===== config.mk =====
export PLATFORM = sky130hd
export DESIGN_NAME = uart_8n1_transceiver_unit
export DESIGN_NICKNAME = d
export VERILOG_FILES = /design/src/rtl/core/u8n1_pkg.sv /design/src/rtl/core/u8n1_front.sv /design/src/rtl/core/u8n1_queue.sv /design/src/rtl/core/u8n1_back.sv /design/src/rtl/core/uart_8n1_transceiver_unit.sv
export SDC_FILE = /design/constraint.sdc
export NUM_CORES = 1
export LEC_CHECK = 0
export ABC_CLOCK_PERIOD_IN_PS = 4000
export BUFFER_PORTS_ARGS = -buffer_cell sky130_fd_sc_hd__buf_2
export CORE_ASPECT_RATIO = 1.25
export CORE_MARGIN = 2
export CORE_UTILIZATION = 55
export DETAILED_ROUTE_END_ITERATION = 8
export PLACE_DENSITY = 0.74
export SLEW_MARGIN = 20
export SYNTH_ARGS = -nofsm -noshare
export SYNTH_HDL_FRONTEND = slang
export SYNTH_HIERARCHICAL = 1
export SYNTH_SLANG_ARGS = --single-unit

===== constraint.sdc =====
create_clock -name clk -period 4 [get_ports clk]
set_clock_uncertainty 0.2 [all_clocks]
set_input_delay 0.4 -clock clk [delete_from_list [all_inputs] [get_ports clk]]
set_output_delay 0.4 -clock clk [all_outputs]
set_load 0.005 [all_outputs]

===== src/rtl/core/u8n1_pkg.sv =====
// Shared types and constants for the 8N1 serial transceiver.
// Used by every module of the block; depends on nothing.
`timescale 1ns / 1ps

package u8n1_pkg;

  // Frame geometry
  localparam int DATA_BITS   = 8;
  localparam int TX_LAST_INT = 2 * (DATA_BITS + 2);
  localparam int PHASE_W     = $clog2(TX_LAST_INT + 1);
  localparam int TIMER_W     = 16;
  localparam int BYTE_W      = 8;

  localparam logic [PHASE_W-1:0]   TX_LAST_PHASE = PHASE_W'(TX_LAST_INT);
  localparam logic [PHASE_W-2:0]   DATA_IDX      = (PHASE_W - 1)'(DATA_BITS);
  localparam logic [TIMER_W-1:0]   HALF_BIT_RST  = TIMER_W'(31);

  // Decoupling queue between front and back
  localparam int QUEUE_DEPTH = 4;
  localparam int QUEUE_AW    = $clog2(QUEUE_DEPTH);

  // Stream widths
  localparam int IN_DATA_W  = 16;
  localparam int IN_USER_W  = 1;
  localparam int OUT_DATA_W = 16;

  // Item kind carried in tuser
  typedef enum logic {
    OP_TICK = 1'b0,
    OP_SEND = 1'b1
  } op_e_t;

  // Classified input item
  typedef struct packed {
    op_e_t             kind;
    logic [BYTE_W-1:0] send_byte;
    logic              rx_line;
  } item_t;

  // Result item; first member is the top bit, so tx_line lands in bit 0
  typedef struct packed {
    logic              rx_error;
    logic [BYTE_W-1:0] rx_byte;
    logic              rx_valid;
    logic              tx_done;
    logic              tx_busy;
    logic              tx_line;
  } res_t;

  // Queue status seen by front and back
  typedef struct packed {
    logic full;
    logic empty;
  } q_stat_t;

endpackage


===== src/rtl/core/u8n1_front.sv =====
// Front end: takes stream items, decodes the item kind and holds them
// in one register until the queue has room. Depends on u8n1_pkg.
`timescale 1ns / 1ps

module u8n1_front (
  input  logic                            clk,
  input  logic                            rst_n,
  input  logic                            in_tvalid,
  output logic                            in_tready,
  input  logic [u8n1_pkg::IN_DATA_W-1:0]  in_tdata,  // [7:0] send_byte, [8] rx_line, rest zero
  input  logic [u8n1_pkg::IN_USER_W-1:0]  in_tuser,  // [0] op
  input  u8n1_pkg::q_stat_t               q_stat,
  output logic                            push,
  output u8n1_pkg::item_t                 push_item
);

  logic             hold_valid_r, hold_valid_nxt;
  u8n1_pkg::item_t  hold_item_r, hold_item_nxt;
  u8n1_pkg::item_t  dec_item;
  logic             take;

  // Decode the incoming item
  always_comb begin
    dec_item.kind      = in_tuser[0] ? u8n1_pkg::OP_SEND : u8n1_pkg::OP_TICK;
    dec_item.send_byte = in_tdata[u8n1_pkg::BYTE_W-1:0];
    dec_item.rx_line   = in_tdata[u8n1_pkg::BYTE_W];
  end

  assign push      = hold_valid_r && !q_stat.full;
  assign push_item = hold_item_r;
  assign in_tready = !hold_valid_r || !q_stat.full;
  assign take      = in_tvalid && in_tready;

  // Holding register
  always_comb begin
    hold_valid_nxt = hold_valid_r;
    hold_item_nxt  = hold_item_r;
    if (take) begin
      hold_valid_nxt = 1'b1;
      hold_item_nxt  = dec_item;
    end else if (push) begin
      hold_valid_nxt = 1'b0;
    end
  end

  always_ff @(posedge clk) begin
    if (!rst_n) begin
      hold_valid_r <= 1'b0;
    end else begin
      hold_valid_r <= hold_valid_nxt;
    end
    hold_item_r <= hold_item_nxt;
  end

endmodule


===== src/rtl/core/u8n1_queue.sv =====
// Short item queue between front and back ends.
// Depends on u8n1_pkg.
`timescale 1ns / 1ps

module u8n1_queue (
  input  logic              clk,
  input  logic              rst_n,
  input  logic              push,
  input  u8n1_pkg::item_t   push_item,
  input  logic              pop,
  output u8n1_pkg::item_t   pop_item,
  output u8n1_pkg::q_stat_t q_stat
);

  u8n1_pkg::item_t                slot_r [u8n1_pkg::QUEUE_DEPTH];
  logic [u8n1_pkg::QUEUE_AW-1:0]  wr_ptr_r, wr_ptr_nxt;
  logic [u8n1_pkg::QUEUE_AW-1:0]  rd_ptr_r, rd_ptr_nxt;
  logic [u8n1_pkg::QUEUE_AW:0]    count_r, count_nxt;
  logic                           do_push, do_pop;

  assign q_stat.full  = (count_r == (u8n1_pkg::QUEUE_AW + 1)'(u8n1_pkg::QUEUE_DEPTH));
  assign q_stat.empty = (count_r == '0);
  assign do_push      = push && !q_stat.full;
  assign do_pop       = pop && !q_stat.empty;
  assign pop_item     = slot_r[rd_ptr_r];

  // Pointer and fill count
  always_comb begin
    wr_ptr_nxt = do_push ? wr_ptr_r + 1'b1 : wr_ptr_r;
    rd_ptr_nxt = do_pop  ? rd_ptr_r + 1'b1 : rd_ptr_r;
    count_nxt  = count_r;
    if (do_push && !do_pop) begin
      count_nxt = count_r + 1'b1;
    end else if (do_pop && !do_push) begin
      count_nxt = count_r - 1'b1;
    end
  end

  always_ff @(posedge clk) begin
    if (!rst_n) begin
      wr_ptr_r <= '0;
      rd_ptr_r <= '0;
      count_r  <= '0;
    end else begin
      wr_ptr_r <= wr_ptr_nxt;
      rd_ptr_r <= rd_ptr_nxt;
      count_r  <= count_nxt;
    end
  end

  // Storage
  always_ff @(posedge clk) begin
    if (do_push) begin
      slot_r[wr_ptr_r] <= push_item;
    end
  end

endmodule


===== src/rtl/core/u8n1_back.sv =====
// Back end: transmit and receive engines advanced by one tick per item,
// half-bit count register and the result output register. Depends on u8n1_pkg.
`timescale 1ns / 1ps

module u8n1_back (
  input  logic                              clk,
  input  logic                              rst_n,
  input  logic                              cfg_wr_en,
  input  logic [u8n1_pkg::TIMER_W-1:0]      cfg_wr_data,
  input  u8n1_pkg::q_stat_t                 q_stat,
  input  u8n1_pkg::item_t                   pop_item,
  output logic                              pop,
  output logic                              out_tvalid,
  input  logic                              out_tready,
  output u8n1_pkg::res_t                    out_res
);

  localparam int PW = u8n1_pkg::PHASE_W;
  localparam int TW = u8n1_pkg::TIMER_W;
  localparam int DB = u8n1_pkg::DATA_BITS;
  localparam int BW = u8n1_pkg::BYTE_W;

  logic [TW-1:0]  half_bit_r;
  logic [TW-1:0]  reload;

  logic [TW-1:0]  tx_timer_r, tx_timer_nxt;
  logic [PW-1:0]  tx_phase_r, tx_phase_nxt;
  logic [BW-1:0]  tx_shift_r, tx_shift_nxt;
  logic           tx_level_r, tx_level_nxt;
  logic [TW-1:0]  rx_timer_r, rx_timer_nxt;
  logic [PW-1:0]  rx_phase_r, rx_phase_nxt;
  logic [DB-1:0]  rx_shift_r, rx_shift_nxt;

  logic           out_valid_r;
  u8n1_pkg::res_t out_res_r, res_nxt;

  logic           tx_done_nxt;
  logic           rx_valid_nxt, rx_error_nxt;
  logic [BW-1:0]  rx_byte_nxt;

  logic [PW-1:0]    tx_inc;
  logic [TW-1:0]    tx_dec, rx_dec;
  logic [PW-2:0]    rx_bit;
  logic             rx_keep;
  logic [DB+BW-1:0] rx_ext;

  // Half-bit count register, zero behaves as one
  always_ff @(posedge clk) begin
    if (!rst_n) begin
      half_bit_r <= u8n1_pkg::HALF_BIT_RST;
    end else if (cfg_wr_en) begin
      half_bit_r <= cfg_wr_data;
    end
  end
  assign reload = (half_bit_r == '0) ? TW'(1) : half_bit_r;

  // Step when an item waits and the output slot is free
  assign pop        = !q_stat.empty && (!out_valid_r || out_tready);
  assign out_tvalid = out_valid_r;
  assign out_res    = out_res_r;

  // Transmitter
  always_comb begin
    tx_timer_nxt = tx_timer_r;
    tx_phase_nxt = tx_phase_r;
    tx_shift_nxt = tx_shift_r;
    tx_level_nxt = tx_level_r;
    tx_done_nxt  = 1'b0;
    tx_dec       = tx_timer_r - 1'b1;
    tx_inc       = tx_phase_r + 1'b1;
    if (tx_phase_r == '0) begin
      if (pop_item.kind == u8n1_pkg::OP_SEND) begin
        tx_shift_nxt = pop_item.send_byte;
        tx_level_nxt = 1'b0;
        tx_phase_nxt = PW'(1);
        tx_timer_nxt = reload;
      end
    end else begin
      tx_timer_nxt = tx_dec;
      if (tx_dec == '0) begin
        if (tx_inc > u8n1_pkg::TX_LAST_PHASE) begin
          tx_phase_nxt = '0;
          tx_level_nxt = 1'b1;
          tx_done_nxt  = 1'b1;
        end else begin
          tx_phase_nxt = tx_inc;
          tx_timer_nxt = reload;
          // odd half bit opens a new bit
          if (tx_inc[0]) begin
            if (tx_inc[PW-1:1] <= u8n1_pkg::DATA_IDX) begin
              tx_level_nxt = tx_shift_r[0];
              tx_shift_nxt = tx_shift_r >> 1;
            end else begin
              tx_level_nxt = 1'b1;
            end
          end
        end
      end
    end
  end

  // Receiver
  always_comb begin
    rx_timer_nxt = rx_timer_r;
    rx_phase_nxt = rx_phase_r;
    rx_shift_nxt = rx_shift_r;
    rx_valid_nxt = 1'b0;
    rx_error_nxt = 1'b0;
    rx_byte_nxt  = '0;
    rx_dec       = rx_timer_r - 1'b1;
    rx_bit       = rx_phase_r[PW-1:1];
    rx_keep      = 1'b1;
    rx_ext       = {{BW{1'b0}}, rx_shift_r};
    if (rx_phase_r == '0) begin
      if (!pop_item.rx_line) begin
        rx_phase_nxt = PW'(1);
        rx_shift_nxt = '0;
        rx_timer_nxt = reload;
      end
    end else begin
      rx_timer_nxt = rx_dec;
      if (rx_dec == '0) begin
        // mid-bit sample on odd half bits
        if (rx_phase_r[0]) begin
          if (rx_bit == '0) begin
            if (pop_item.rx_line) begin
              rx_error_nxt = 1'b1;
              rx_keep      = 1'b0;
            end
          end else if (rx_bit <= u8n1_pkg::DATA_IDX) begin
            rx_shift_nxt = {pop_item.rx_line, rx_shift_r[DB-1:1]};
          end else begin
            if (pop_item.rx_line) begin
              rx_valid_nxt = 1'b1;
              rx_byte_nxt  = rx_ext[BW-1:0];
            end else begin
              rx_error_nxt = 1'b1;
            end
            rx_keep = 1'b0;
          end
        end
        if (rx_keep) begin
          rx_phase_nxt = rx_phase_r + 1'b1;
          rx_timer_nxt = reload;
        end else begin
          rx_phase_nxt = '0;
        end
      end
    end
  end

  // Result fields for this tick
  always_comb begin
    res_nxt.tx_line  = tx_level_nxt;
    res_nxt.tx_busy  = (tx_phase_nxt != '0);
    res_nxt.tx_done  = tx_done_nxt;
    res_nxt.rx_valid = rx_valid_nxt;
    res_nxt.rx_byte  = rx_byte_nxt;
    res_nxt.rx_error = rx_error_nxt;
  end

  // Engine state advances once per item
  always_ff @(posedge clk) begin
    if (!rst_n) begin
      tx_timer_r <= '0;
      tx_phase_r <= '0;
      tx_shift_r <= '0;
      tx_level_r <= 1'b1;
      rx_timer_r <= '0;
      rx_phase_r <= '0;
      rx_shift_r <= '0;
    end else if (pop) begin
      tx_timer_r <= tx_timer_nxt;
      tx_phase_r <= tx_phase_nxt;
      tx_shift_r <= tx_shift_nxt;
      tx_level_r <= tx_level_nxt;
      rx_timer_r <= rx_timer_nxt;
      rx_phase_r <= rx_phase_nxt;
      rx_shift_r <= rx_shift_nxt;
    end
  end

  // Output register
  always_ff @(posedge clk) begin
    if (!rst_n) begin
      out_valid_r <= 1'b0;
    end else if (pop) begin
      out_valid_r <= 1'b1;
    end else if (out_tready) begin
      out_valid_r <= 1'b0;
    end
    if (pop) begin
      out_res_r <= res_nxt;
    end
  end

endmodule


===== src/rtl/core/uart_8n1_transceiver_unit.sv =====
// Top level of the 8N1 serial transceiver: front end, item queue, back end.
// Depends on u8n1_pkg, u8n1_front, u8n1_queue and u8n1_back.
//
// Usage:
//  - Each input item is one tick of the serial timebase. in_tuser[0] asks
//    to send the byte in in_tdata[7:0]; in_tdata[8] is the sampled rx pin.
//  - Each item yields exactly one result item on the out_ channel with the
//    transmit pin level, busy and done flags and the receive byte/status.
//  - cfg_wr_en/cfg_wr_data load the half-bit tick count (reset value 31,
//    zero acts as one); write only while no item is in flight.
//  - Throughput is one item per cycle while the output is not stalled. An
//    accepted item sits in the front holding register, moves to the queue
//    and then to the back-end output register, where its result is valid.
//  - The queue holds four items, so after the output stalls the input side
//    accepts until queue and holding register fill; then in_tready drops.
//  - Reset is synchronous and active low: transmitter idle with the line
//    high, receiver waiting for a start bit, queue empty, no result valid.
`timescale 1ns / 1ps

module uart_8n1_transceiver_unit (
  input  logic                             clk,
  input  logic                             rst_n,
  input  logic                             cfg_wr_en,
  input  logic [u8n1_pkg::TIMER_W-1:0]     cfg_wr_data,
  input  logic                             in_tvalid,
  output logic                             in_tready,
  input  logic [u8n1_pkg::IN_DATA_W-1:0]   in_tdata,   // [7:0] send_byte, [8] rx_line
  input  logic [u8n1_pkg::IN_USER_W-1:0]   in_tuser,   // [0] op
  output logic                             out_tvalid,
  input  logic                             out_tready,
  // [0] tx_line, [1] tx_busy, [2] tx_done, [3] rx_valid, [11:4] rx_byte, [12] rx_error
  output logic [u8n1_pkg::OUT_DATA_W-1:0]  out_tdata
);

  u8n1_pkg::q_stat_t q_stat;
  u8n1_pkg::item_t   push_item, pop_item;
  u8n1_pkg::res_t    out_res;
  logic              push, pop;

  u8n1_front u_front (
    .clk       (clk),
    .rst_n     (rst_n),
    .in_tvalid (in_tvalid),
    .in_tready (in_tready),
    .in_tdata  (in_tdata),
    .in_tuser  (in_tuser),
    .q_stat    (q_stat),
    .push      (push),
    .push_item (push_item)
  );

  u8n1_queue u_queue (
    .clk       (clk),
    .rst_n     (rst_n),
    .push      (push),
    .push_item (push_item),
    .pop       (pop),
    .pop_item  (pop_item),
    .q_stat    (q_stat)
  );

  u8n1_back u_back (
    .clk         (clk),
    .rst_n       (rst_n),
    .cfg_wr_en   (cfg_wr_en),
    .cfg_wr_data (cfg_wr_data),
    .q_stat      (q_stat),
    .pop_item    (pop_item),
    .pop         (pop),
    .out_tvalid  (out_tvalid),
    .out_tready  (out_tready),
    .out_res     (out_res)
  );

  assign out_tdata = {(u8n1_pkg::OUT_DATA_W - $bits(u8n1_pkg::res_t))'(0), out_res};

  // Frame end leaves the transmitter idle with the line high
  a_done_idle: assert property (@(posedge clk) disable iff (!rst_n)
    out_tvalid && out_res.tx_done |-> !out_res.tx_busy && out_res.tx_line)
    else $error("tx_done with transmitter still busy or line low");

  // Good byte and framing error never coincide
  a_rx_excl: assert property (@(posedge clk) disable iff (!rst_n)
    out_tvalid |-> !(out_res.rx_valid && out_res.rx_error))
    else $error("rx_valid and rx_error together");

  // Byte field is zero unless a byte is reported
  a_rx_byte_zero: assert property (@(posedge clk) disable iff (!rst_n)
    out_tvalid && !out_res.rx_valid |-> out_res.rx_byte == '0)
    else $error("rx_byte set without rx_valid");

  // Queue never pops and reports empty at once
  a_pop_nonempty: assert property (@(posedge clk) disable iff (!rst_n)
    pop |-> !q_stat.empty)
    else $error("back end stepped with no queued item");

endmodule


==> metrics <==
maximum clock frequency=0.293 GHz; first-pass GRT wire length=29,600 um; drt wl/cell=17.5 um; CTS root buf=clkbuf_16; # diodes=0; Worst Setup End Kind=flop; R2R Path End=u_back/rx_timer_r[2]; CTS max path bufs=2; drc violations=0; Total Neg Setup Slack=0 ns; Synth Register Bits=149; hold buffer count at cts=17; unrepaired setup endpoints after global routing=false; min cycle time layout=3.42 ns; Worst Hold Depth=3; Nets=just under 900; Gate power share=0.430; Post-synth EDFFs=63; Initial Util=0.556; Top FF cell, synth=dfxtp_1; placer congestion estimate=between 0.9 and 1; post-cts sizing count=0; FF-to-FF setup slack=0.58 ns; Num CTS Buffers=17; sequential area share after synthesis=0.474; Skew-Pair Late Insertion Delay=0.43 ns; via count=6,311; CP required=4.10 ns; Post-Place Setup Slack=0.629 ns; Post-Layout Inst Area=8710 um2; status=finished, final reports clean; worst hold start=in_tvalid; total die area=14,800 um2; max_cap viols=0; VDD IR-drop max=between 0.0003 and 0.0004 V; ratio of final minimum period to clock period=0.855; worst-path maximum fanout=23; HPWL Detailed=12,300 um; post-CTS setup buffer count=0; clock group share of total power=0.230; DR vias/cell=6.24; largest net degree at the start of global routing=between 70 and 80; R2R Path Start=u_back/rx_timer_r[0]; clock sinks=149; LEAKAGE=3.21 nW; std cell rows=48; Hold Path End=u_front/hold_valid_r; initial antenna violation count=0; final setup vio count=0; CP Launch Type=flop; H-Tree Depth=4; Ys Warns=6; clk slew on worst S/H paths=0.06 ns; commonest non-fill, non-tap cell in the layout=dfxtp_1; PwrDens=733 nW/um2; synthesized instance count=roughly 780; internal power=3.77 mW; final hold viol count=0; layout cells sized above 1=0.153; ANT nets after route=0; final WL=approximately 18,000 um; Max-Slew Margin vs Limit=0.392; Post-DP Area=7990 um2; Hold Crit Class=input port to flop; CTS tree=yes; Area Growth Syn to Fin=14.3%; IO Port Bufs=45; Sequential Power Share=0.340; fill cell count=1,097; cell taking the most area after synthesis=edfxtp_1; top-level I/O count=between 50 and 60; fin worst setup slack=between 0.5 and 0.6 ns; critical path class=flop to flop; Avg Cell Area, Syn=approximately 10 um2; Switching Share=0.410; via count of the first global-routing pass=6,115; Cell Area, Synth=7620 um2; worst r2r path cells=10; total track usage=0.257; Sw Pwr=about 2.6 mW; largest cells by area after synthesis=edfxtp_1 25%, dfxtp_1 23%, mux2i_1 4.1%; first drt pass iteration count=6; Slew @ Worst Pin=0.905 ns; fraction of registers with async set or reset after synthesis=0; Die X=109 um; DR iter-0 viols=about 520; Max Slew Vio Count=0; Synth top area share=0.248; final global-route overflow total=0; Die Height=136 um; Unique masters post-synth=82; CP arrival=3.52 ns; core box area=13,700 um2; commonest cells after routing, fill and taps aside=86 x dfxtp_1, 78 x nand2_1, 63 x edfxtp_1
-- flip-flops by register name, summed over array words and instances, names as in the netlist, named ones only --
| signal | cells |
|---|---|
| u_back/half_bit_r | 16 |
| u_back/rx_shift_r | 8 |
| u_back/tx_timer_r | 16 |
| u_back/tx_shift_r | 8 |
| u_back/rx_timer_r | 16 |
| u_queue/rd_ptr_r | 2 |
| u_back/rx_phase_r | 5 |
| u_queue/slot_r | 40 |
| u_front/hold_valid_r | 1 |
| u_front/push_item | 10 |
| u_back/tx_level_r | 1 |
| u_queue/wr_ptr_r | 2 |
| u_back/out_tvalid | 1 |
| u_back/out_res | 13 |
| u_back/tx_phase_r | 5 |
| u_queue/count_r | 3 |
-- critical path, stage by stage, from the launching register on --
cell and delay (ns):
dfxtp_1 0.38, inv_1 0.09, ha_1 0.29, or3b_2 0.51, o31ai_1 0.39, nand3_1 0.18
or3_1 0.39, o21ai_2 0.13, buf_4 0.27, o21ai_0 0.11, a311o_1 0.35
-- final cells by class --
| cell class | count | area (um2) | share of cell area |
|---|---|---|---|
| clock buffer | 17 | 425 | 0.0489 |
| clock inverter | 15 | 121 | 0.0139 |
| inverter | 24 | 90.1 | 0.0103 |
| multi-input combinational | 548 | 3680 | 0.422 |
| sequential | 149 | 3610 | 0.415 |
| tap | 175 | 219 | 0.0252 |
| timing repair buffer | 84 | 561 | 0.0644 |
-- routing by layer --
metal | wire (um) | up-vias | global-route usage
li1 | - | 3030 | -
met1 | 7310 | 3075 | 0.309
met2 | 9330 | 174 | 0.446
met3 | 764 | 32 | 0.0572
met4 | 318 | 0 | 0.0963
met5 | 0 | - | 0
-- cells in the mapped netlist, types with 4 or more instances --
cell and instances:
a2111oi_0 4, a21oi_1 22, a221oi_1 4, a311oi_1 9, a31oi_1 13, a32oi_1 5, and2_1 19, and3_1 4
and4_1 4, buf_2 9, buf_4 4, clkbuf_1 40, dfxtp_1 86, edfxtp_1 63, ha_1 13, inv_1 24
mux2i_1 31, mux4_2 10, nand2_1 78, nand2b_1 8, nand3_1 42, nand4_1 13, nor2_1 51, nor2b_1 8
nor3_1 34, nor3b_1 6, nor4_1 13, nor4b_1 5, o211ai_1 7, o21ai_0 25, o221ai_1 5, o22ai_1 4
o311ai_0 7, o31ai_1 5, or3_1 18, or4_1 6, xnor2_1 10
-- per-stage QoR --
| step | hold slack (ns) | instances | power [mW] | util |
|---|---|---|---|---|
| 5_1_grt | 0.00756 | 1012 | 6.84 | 0.636 |
| 3_3_place_gp | 0.242 | 963 | 4.81 | 0.583 |
| 3_5_place_dp | 0.256 | 963 | 4.90 | 0.583 |
| 4_1_cts | 0.00470 | 1012 | 6.39 | 0.636 |
| 6_report | 0.0254 | 1012 | 6.38 | 0.636 |
| 2_1_floorplan | 0.233 | 779 | 4.14 | - |
-- kinds of logic after synthesis --
kind of cell | synth area share
AO/OA/AOI/OAI | 0.143
adder cells (fa/ha/maj) | 0.0240
AND/OR/NAND/NOR | 0.228
buffers and inverters | 0.0458
other | 0.000492
flip-flops | 0.474
XOR/XNOR | 0.0126
multiplexers | 0.0718
-- power groups by stage --
stage / Combinational, mW / Sequential [mW] / Clock [mW]
floorplan: 2.05 / 2.08 / 0
detailed placement: 2.70 / 2.19 / 0
CTS: 2.73 / 2.17 / 1.50
finish: 2.74 / 2.17 / 1.47
global route: 3.06 / 2.21 / 1.57
global placement: 2.64 / 2.18 / 0
-- worst max path at each step --
| stage | depth (start not counted) | endpoint | slack [ns] | start |
|---|---|---|---|---|
| finish | 10 | u_back/rx_timer_r[2] | 0.58 | u_back/rx_timer_r[0] |
| global placement | 10 | u_back/rx_timer_r[2] | 0.69 | u_back/rx_timer_r[0] |
| detailed placement | 10 | u_back/rx_timer_r[2] | 0.63 | u_back/rx_timer_r[0] |
| global route | 10 | u_back/tx_phase_r[2] | 0.25 | u_back/tx_timer_r[0] |
| floorplan | 10 | u_back/rx_phase_r[1] | 0.79 | u_back/rx_timer_r[0] |
| CTS | 10 | u_back/rx_timer_r[2] | 0.62 | u_back/rx_timer_r[0] |
(Power assumes the default switching activity.)
